==> src/sv/bdb_bp_mem.sv <==
// ----------------------------------------------------------------------------
// bdb_bp_mem
// Breakpoint store: one write port, one registered read port.
// ----------------------------------------------------------------------------
module bdb_bp_mem #(
    parameter  int DEPTH = 18,
    localparam int AW    = $clog2(DEPTH)
) (
    input  logic                 i_clk,
    input  logic                 i_we,
    input  logic [AW-1:0]        i_waddr,
    input  logic signed [31:0]   i_wdata,
    input  logic [AW-1:0]        i_raddr,
    output logic signed [31:0]   o_rdata
);

    logic signed [31:0] r_mem [0:DEPTH-1];
    logic signed [31:0] r_rdata;

    always_ff @(posedge i_clk) begin
        if (i_we) begin
            r_mem[i_waddr] <= i_wdata;
        end
        r_rdata <= r_mem[i_raddr];
    end

    assign o_rdata = r_rdata;

endmodule

==> config.mk <==
export PLATFORM = sky130hd
export DESIGN_NAME = bdb_bp_mem
export DESIGN_NICKNAME = d
export VERILOG_FILES = /design/src/sv/bdb_bp_mem.sv
export SDC_FILE = /design/constraint.sdc
export NUM_CORES = 1
export LEC_CHECK = 0
export BUFFER_PORTS_ARGS = -buffer_cell sky130_fd_sc_hd__buf_2
export CAP_MARGIN = 20
export CORE_ASPECT_RATIO = 0.6
export CORE_UTILIZATION = 60
export CTS_CLUSTER_DIAMETER = 50
export CTS_CLUSTER_SIZE = 40
export DETAILED_ROUTE_END_ITERATION = 7
export GPL_TIMING_DRIVEN = 0
export PLACE_DENSITY = 0.79
export SLEW_MARGIN = 25
export SYNTH_ARGS = -nofsm -noshare
export SYNTH_HDL_FRONTEND = slang
export SYNTH_SLANG_ARGS = --single-unit
==> constraint.sdc <==
create_clock -name i_clk -period 3.9 [get_ports i_clk]
set_input_delay 0.39 -clock i_clk [delete_from_list [all_inputs] [get_ports i_clk]]
set_output_delay 0.39 -clock i_clk [all_outputs]
set_load 0.03 [all_outputs]
==> metrics.txt <==
top cells by area, synth=edfxtp_1, mux4_2, mux2i_1; num rows=54; delay-heaviest family, CP=simple AND/OR/NAND/NOR gates; syn avg cell area=around 22 um2; hold crit path type=primary input to flip-flop; Core Area=36800 um2; CP max FO=8; worst setup path category=primary input to flip-flop; dpl cells=1675; worst reg2reg path depth=3; Mapped Area=22700 um2; hold buffer count at CTS=0; die area=38700 um2; critical path startpoint=i_we; Layout area overhead=13.6%; Final Skew=around 16 ps; worst-margin pin slew=908 ps; largest net degree at the start of global routing=35; status=complete, no violations; stages on the worst setup path=6; post-layout net count=1247; All-Layer GR Usage=25.2%; layout cells sized above 1=between 20 and 30%; final core occ=70.1%; TritonCTS clock tree=done; crit end category=flip-flop; #FFs+latches synth=608; post-route non-filler standard cell count=1732; Slew headroom=39.4%; fillcell total=2152; VDD IR-drop max=approximately 380 uV; Die Span Y=153 um; max-cap viol count=0; slowest CP cell=nor3_2; residual DRC count=0; Ports=76; Gate Count Post-Synth=about 1100; Leak=8.46 nW; I/O Buffers=72; DP HPWL=about 32 mm; synth warn=0; cell-by-cell trace of the critical path=buf_2 > nor2b_1 > nand3_1 > nor3_2 > buf_4 > buf_4; initial antenna violation count=1; Required @ worst endpoint=4220 ps; HP Start=i_wdata[12]; setup TNS=0 ps; fin area=25800 um2; First-pass DRT Iterations=5; crit path buf inv count=3; post-CTS sizing=0; Net Count, Synth=1095; Clock transition at path regs=120 ps; gr ovfl total=0; Die W=253 um; Avg WL per Cell=27.5 um; WHS=150 ps; gpl congestion=approximately 0.77; initial drt markers=1461; vias in the first global route=11000; crit path DAT=approximately 2300 ps; Fmax=0.503 GHz; area share of the largest cell type after synthesis=76.1%; RSZ-0062 raised after global routing=false; Yosys top cell by area=edfxtp_1; Netlist cell types=22; CTS max path bufs=3; total CTS buffers=30; placed cell area=24600 um2; worst skew pair latency=around 630 ps; worst hold stages=1; Power per Cell Area=467 nW/um2; Vias=11000; most used cell, CP=buf_4; Final Max Slew Viols=0; Setup-failing EPs final=0; CP Launch Type=primary input; final WL=47.7 mm; via-per-instance ratio=around 6.3; Period minus WS final=1990 ps; Post-DRT Antenna Nets=0; Final Cycle Share=approximately half; sequential area share after synthesis=between 70 and 80%; Starting Density=61.7%; Hold Fails Final Rpt=0; # clock sinks=a little over 600; # H-tree levels=1; Worst R2R Start=r_mem[0][19]; max incr delay on CP=around 640 ps; Root Driver=clkbuf_16; first-pass GRT wire length=69.9 mm; setup repair bufs after CTS=0
-- cells in the mapped netlist (all sizes together) --
cell type and instances:
o211ai 32, edfxtp 576, nand2b 3, mux2 32
buf 38, nand3b 2, a221oi 32, clkbuf 20
o21ai 32, nand2 34, nor3b 1, and2 1
nor2b 2, nor3 5, mux2i 96, nand3 2
or2 1, mux4 96, nor2 14, dfxtp 32
-- sequential cells by signal, indices dropped and copies added (netlist names) --
name and count:
r_mem 576, o_rdata 32
-- stage by stage --
step	power, mW	setup slack, ps
floorplan	7.82	276
global placement	8.07	-2360
detailed placement	8.12	1320
CTS	12.1	1940
global route	12.4	1860
finish	12.1	1910
-- routing by layer --
metal / vias up / GRT usage, % / routed length, um
met5: - / 0 / 0
met4: 0 / 6.38 / 1180
met3: 77 / 3.48 / 3850
met2: 540 / 38.5 / 22400
met1: 5698 / 39.1 / 20300
li1: 4656 / - / -
-- logic make-up (layout without fill, tap and decap cells) --
family          count (synthesis)  in the layout  synth area share, %
flops                         608            608                 79.0
mux                           224            224                 15.3
compound gates                 96             96                 3.00
simple gates                   65             65                 1.24
buf+inv                        58            234                 1.46
other cells                     0              1                    0
-- where the power goes --
group,internal [mW],switching [mW]
sequential,7.23,0.0253
clock,1.78,2.31
combinational,0.257,0.451
-- layout make-up --
class | count | area [um2] | share of cell area (%)
Clock inverter | 25 | 435 | 1.69
Tap cell | 504 | 631 | 2.44
Buffer | 58 | 332 | 1.29
Clock buffer | 31 | 776 | 3.01
Timing Repair Buffer | 120 | 1120 | 4.34
Multi-Input combinational cell | 385 | 4570 | 17.7
Sequential cell | 608 | 17900 | 69.5
Antenna cell | 1 | 2.50 | 0.00970
-- path summary, 6_finish.rpt --
check,slack [ps],to
worst max-delay path,1910,r_mem[3][3]
worst min-delay path,150,r_mem[15][12]
worst max register to register,2400,o_rdata[19]
worst min register to register,620,o_rdata[3]
-- placed cells by master (no fill, tap or decap), types with 2 or more instances in the layout --
cell / synthesis / routed
a221oi_1: 32 / 32
buf_16: 0 / 18
buf_2: 22 / 94
buf_4: 9 / 32
buf_6: 7 / 12
bufinv_16: 0 / 2
clkbuf_1: 20 / 20
clkbuf_16: 0 / 31
clkinv_8: 0 / 11
dfxtp_1: 32 / 32
edfxtp_1: 576 / 576
inv_12: 0 / 5
inv_16: 0 / 3
mux2_2: 32 / 32
mux2i_1: 96 / 96
mux4_2: 96 / 96
nand2_1: 34 / 34
nand2b_1: 3 / 3
nand3_1: 2 / 2
nand3b_1: 2 / 2
nor2_1: 14 / 2
nor2_4: 0 / 12
nor2b_1: 2 / 2
nor3_2: 0 / 5
o211ai_1: 32 / 32
o21ai_1: 32 / 32
(Power assumes the default switching activity.)
