## config.mk

```make
export PLATFORM = sky130hd
export DESIGN_NAME = bdb_div
export DESIGN_NICKNAME = d
export VERILOG_FILES = /design/src/sv/bdb_pkg.sv /design/src/sv/bdb_div.sv
export SDC_FILE = /design/constraint.sdc
export NUM_CORES = 1
export LEC_CHECK = 0
export BUFFER_PORTS_ARGS = -buffer_cell sky130_fd_sc_hd__buf_2
export CELL_PAD_IN_SITES_DETAIL_PLACEMENT = 1
export CELL_PAD_IN_SITES_GLOBAL_PLACEMENT = 1
export CORE_MARGIN = 5
export CORE_UTILIZATION = 40
export DETAILED_ROUTE_END_ITERATION = 12
export PLACE_DENSITY = 0.69
export SYNTH_ARGS = -nofsm -noshare
export SYNTH_HDL_FRONTEND = slang
export SYNTH_SLANG_ARGS = --single-unit
export TNS_END_PERCENT = 50
```

## constraint.sdc

```tcl
create_clock -name i_clk -period 4.44 [get_ports i_clk]
set_clock_uncertainty 0.2 [all_clocks]
set_input_delay 0.444 -clock i_clk [delete_from_list [all_inputs] [get_ports i_clk]]
set_output_delay 0.444 -clock i_clk [all_outputs]
set_load 0.05 [all_outputs]
```

## src/sv/bdb_pkg.sv

```systemverilog
// ----------------------------------------------------------------------------
// bdb_pkg
// Shared types and constants for the B-spline de Boor evaluator.
// ----------------------------------------------------------------------------
package bdb_pkg;

    localparam int DEGREE_DEF         = 3;
    localparam int INTERNAL_KNOTS_DEF = 16;
    localparam int DW                 = 32;   // Q16.16 data width
    localparam int AQ                 = 30;   // alpha fraction bits (Q1.30)

    typedef enum logic [1:0] {
        OP_CLEAR  = 2'd0,
        OP_INSERT = 2'd1,
        OP_COEF   = 2'd2,
        OP_EVAL   = 2'd3
    } t_op;

    typedef enum logic [1:0] {
        ST_OK       = 2'd0,
        ST_RANGE    = 2'd1,
        ST_NOTREADY = 2'd2
    } t_status;

    // divider request: start pulse with positive numerator < denominator
    typedef struct packed {
        logic          start;
        logic [DW:0]   num;
        logic [DW:0]   den;
    } t_div_req;

endpackage

```

## src/sv/bdb_div.sv

```systemverilog
// ----------------------------------------------------------------------------
// bdb_div
// Radix-2 restoring divider for alpha: round((num << 30) / den), one
// quotient bit per cycle.
// ----------------------------------------------------------------------------
module bdb_div
    import bdb_pkg::*;
(
    input  logic        i_clk,
    input  logic        i_rst_n,
    input  t_div_req    i_req,
    output logic        o_done,
    output logic [AQ:0] o_quot
);

    localparam int QB  = AQ + 1;               // quotient bits
    localparam int DVW = DW + 1 + AQ + 1;      // dividend width
    localparam int CNW = $clog2(QB + 1);

    logic [DVW-1:0] w_dvd;
    logic [DW+1:0]  w_sh;
    logic           w_ge;
    logic [DW+1:0]  w_rem_nx;

    logic           r_busy;
    logic           r_done;
    logic [CNW-1:0] r_cnt;
    logic [DW+1:0]  r_rem;
    logic [QB-1:0]  r_lo;
    logic [QB-1:0]  r_q;
    logic [DW:0]    r_den;

    // half the divisor added up front gives round-half-up
    assign w_dvd    = {1'b0, i_req.num, {AQ{1'b0}}}
                    + {{(DVW-DW){1'b0}}, i_req.den[DW:1]};
    assign w_sh     = {r_rem[DW:0], r_lo[QB-1]};
    assign w_ge     = (w_sh >= {1'b0, r_den});
    assign w_rem_nx = w_ge ? (w_sh - {1'b0, r_den}) : w_sh;

    always_ff @(posedge i_clk) begin
        if (!i_rst_n) begin
            r_busy <= 1'b0;
            r_done <= 1'b0;
        end else begin
            r_done <= 1'b0;
            if (i_req.start) begin
                r_busy <= 1'b1;
                r_rem  <= {1'b0, w_dvd[DVW-1:QB]};
                r_lo   <= w_dvd[QB-1:0];
                r_den  <= i_req.den;
                r_cnt  <= CNW'(QB);
            end else if (r_busy) begin
                r_rem <= w_rem_nx;
                r_lo  <= {r_lo[QB-2:0], 1'b0};
                r_q   <= {r_q[QB-2:0], w_ge};
                r_cnt <= r_cnt - 1'b1;
                if (r_cnt == CNW'(1)) begin
                    r_busy <= 1'b0;
                    r_done <= 1'b1;
                end
            end
        end
    end

    assign o_done = r_done;
    assign o_quot = r_q;

endmodule

```

==> summary.txt <==
Yosys
  • Share of the synthesized area in the top cell type: 51.4%
  • Cell Area, Synth: 7770 um^2
  • Post-synth top flop: edfxtp_1
  • Avg Synthesized Cell Area: 11.3 um^2
  • Cell count after synthesis: 691
  • Synth area leaders: edfxtp_1 51%, ha_1 6.0%, mux2_2 4.3%, xor2_1 3.7%, a21oi_1 2.9%
  • Post-synth EDFFs: 133
  • Area leader, netlist: edfxtp_1
  • Distinct cell type count after synthesis: 62
  • Synth Net Count: 799
  • Sequential share of the synthesized area: 51.9%
  • Ys async rst share: 0%
  • Synth Register Bits: 135
  • Ys Warns: 0

Clock network
  • Latest clock arrival within the worst-skew pair: 430 ps
  • Max clock buf depth: 2
  • Total CTS buffers: 17
  • CTS tree: done
  • CTS H-tree depth: 4
  • Clk sinks: 135
  • Clock transition at path regs: 60 ps
  • Clock root buffer master: clkbuf_16
  • Cts repair resizes: 0

Global route
  • Grt ovf: 0
  • Initial antenna violation count: 0
  • First-pass GRT wire length: 33,600 um
  • Number of global-route vias before repair: 6,485
  • Pin count of the biggest net entering global routing: 69
  • GRT Overall Usage: 19.0%

Min path
  • Min-Delay Path Class: input pin to flop

STA
  • Final Hold Fails: 0
  • RSZ-0062 raised after global routing: no
  • Max Fclk: 275 MHz
  • Period minus WS final: 3640 ps
  • Endpoints failing setup: 0
  • Fin crit share: 81.9%
  • Setup TNS: 0 ps
  • WHS: 14.5 ps
  • Slew Viols, Final: 0
  • Worst Tran Pin Value: 941 ps
  • Slew HR: 37.3%

Drt
  • Post-Route WL: 20,600 um
  • Drt pass-1 iters: 4
  • DR vias: 5,894
  • # DRC: 0
  • DR vias/cell: 5.41
  • Post-DRT Antenna Nets: 0
  • Initial DRC count: 246
  • Drt wl/cell: 18.9 um

Critical path
  • Critical path peak fanout: 13
  • Crit end category: flop
  • CP bufs+invs: 1
  • Worst setup SP type: flop
  • Slowest cell delay on critical path: 600 ps
  • Worst path required time: 4380 ps
  • Worst EP arrival: 3570 ps
  • Slowest-stage cell, CP: or4_1
  • Top delay family on crit path: simple AND/OR/NAND/NOR gates
  • Kind of critical path: flop to flop
  • Critical path, cell by cell: ha_1 > nand4_1 > or4_1 > a21oi_2 > o21ai_1 > a32o_1 > inv_1 > mux2i_1 > o21ai_0

Floorplan
  • Die H: 149 um
  • FP Rows: 51
  • DIE WIDTH: 149 um
  • Die area: 22,300 um^2
  • IO Count: 101
  • Area of the core: 19,300 um^2
  • Initial Util: 40.3%

Placed design
  • Routability congestion estimate: 0.824
  • Post-DP HPWL: 14,800 um
  • IO Port Bufs: 100

Power
  • Pwr dens: 413 nW/um^2
  • Total power draw: 3890 uW
  • Leak Pwr: 0.00374 uW
  • Peak VDD IR: 0.266 mV

Layout
  • Area of the multi-input gates: 3430 um^2
  • Layout cell share with drive strength beyond 1: 21.3%
  • Register area: 4030 um^2
  • Layout area overhead: 21.1%
  • Nets: 920
  • Fillers: 2,148
  • # diodes: 0

Flow run
  • Max-Cap Viols: 0

Run status
  • Status: completed
[kinds of logic after synthesis]
logic type,count (synthesis),share of synthesized area [%]
xor gates and xnor gates,55,6.20
buffers and inverters,77,4.10
muxes,42,5.89
DFF,135,51.9
adders and majority gates,39,6.47
and+or+nand+nor,182,12.1
AOI/OAI and AO/OA,161,13.4
[per-layer routing]
layer	track usage, %	vias to the layer above	share of wire (%)
met2	33.1	123	50
met4	5.26	0	1.3
met3	4.39	26	4.3
met5	0	-	0
met1	23.8	2922	45
li1	-	2823	-
[final cells by class]
| class | count | share of cell area [%] |
|---|---|---|
| multi-input combinational | 479 | 36.4 |
| clock inverter | 15 | 2.13 |
| tap | 265 | 3.52 |
| clock buffer | 17 | 4.52 |
| inverter | 46 | 1.83 |
| sequential | 135 | 42.9 |
| timing repair buffer | 133 | 8.75 |
[synthesized netlist by cell type (all sizes together) (13+ instances only)]
| cell type | count |
|---|---|
| a211oi | 15 |
| a21o | 17 |
| a21oi | 46 |
| and3 | 13 |
| buf | 14 |
| clkbuf | 17 |
| edfxtp | 133 |
| ha | 37 |
| inv | 46 |
| mux2 | 30 |
| nand2 | 43 |
| nand3 | 25 |
| nand4 | 15 |
| nor2 | 39 |
| o21ai | 31 |
| xnor2 | 22 |
| xor2 | 33 |
[repair_timing]
action	CTS	global route
hold buffers	24	0
endpoints found under the hold margin	24	0
setup buffers	0	0
[path summary, 6_finish.rpt]
kind / start / end / slack [ps] / cells past startpoint
max reg2reg: r_rem[27]$_DFFE_PP_ / r_rem[10]$_DFFE_PP_ / 800 / 9
max: r_rem[27]$_DFFE_PP_ / r_rem[10]$_DFFE_PP_ / 800 / 9
min: i_req[13] / r_den[13]$_DFFE_PP_ / 10 / 1
min reg2reg: o_quot[0]$_DFFE_PP_ / o_quot[1]$_DFFE_PP_ / 250 / 0
[placed cells by master (no fill, tap or decap), drive strengths merged, types with 3 or more instances in the layout]
cell type	instances
dlygate4sd3	24
a31oi	10
nor3	4
o31ai	3
nand3	25
o211ai	4
nor2	39
nand2b	7
a211oi	15
mux2	30
nand4	15
o21ai	31
and3	13
mux2i	12
edfxtp	133
xnor2	22
ha	37
buf	109
o21bai	3
nor3b	4
a21oi	46
a21o	17
xor2	33
and3b	6
o21a	5
nand3b	3
inv	56
nand2	43
clkbuf	17
a221oi	3
nor2b	5
and2	6
and4	4
[registers in the layout, summed over array words and instances, names as in the netlist]
signal and cells:
r_rem 33, r_den 33, o_done 1, o_quot 31
r_busy 1, r_lo 31, r_cnt 5
[power breakdown]
part / switching (uW) / internal [uW] / leakage, uW / total [uW]
Clock: 635 / 864 / 0.000305 / 1500
Sequential: 35.1 / 1510 / 0.00126 / 1550
Combinational: 508 / 336 / 0.00218 / 844
[worst reg2reg max path, delay by kind of cell (launching register included)]
| kind | cells | cell delay (ps) |
|---|---|---|
| fa+ha+maj | 1 | 460 |
| flops | 1 | 400 |
| mux | 1 | 270 |
| simple gates | 2 | 860 |
| buf+inv | 1 | 560 |
| compound gates | 4 | 620 |
[through the flow]
| stage | cell area, um^2 | utilization, % | setup WS, ps | instances |
|---|---|---|---|---|
| after detailed placement | 8550 | 44.4 | 867 | 1034 |
| after global routing | 9410 | 48.8 | 628 | 1090 |
| final | 9410 | 48.8 | 803 | 1090 |
| after floorplan | 7770 | - | 1100 | 691 |
| after CTS | 9410 | 48.8 | 821 | 1090 |
| after global placement | 8550 | 44.4 | 1010 | 1034 |
Power figures use the tool's default switching activity.
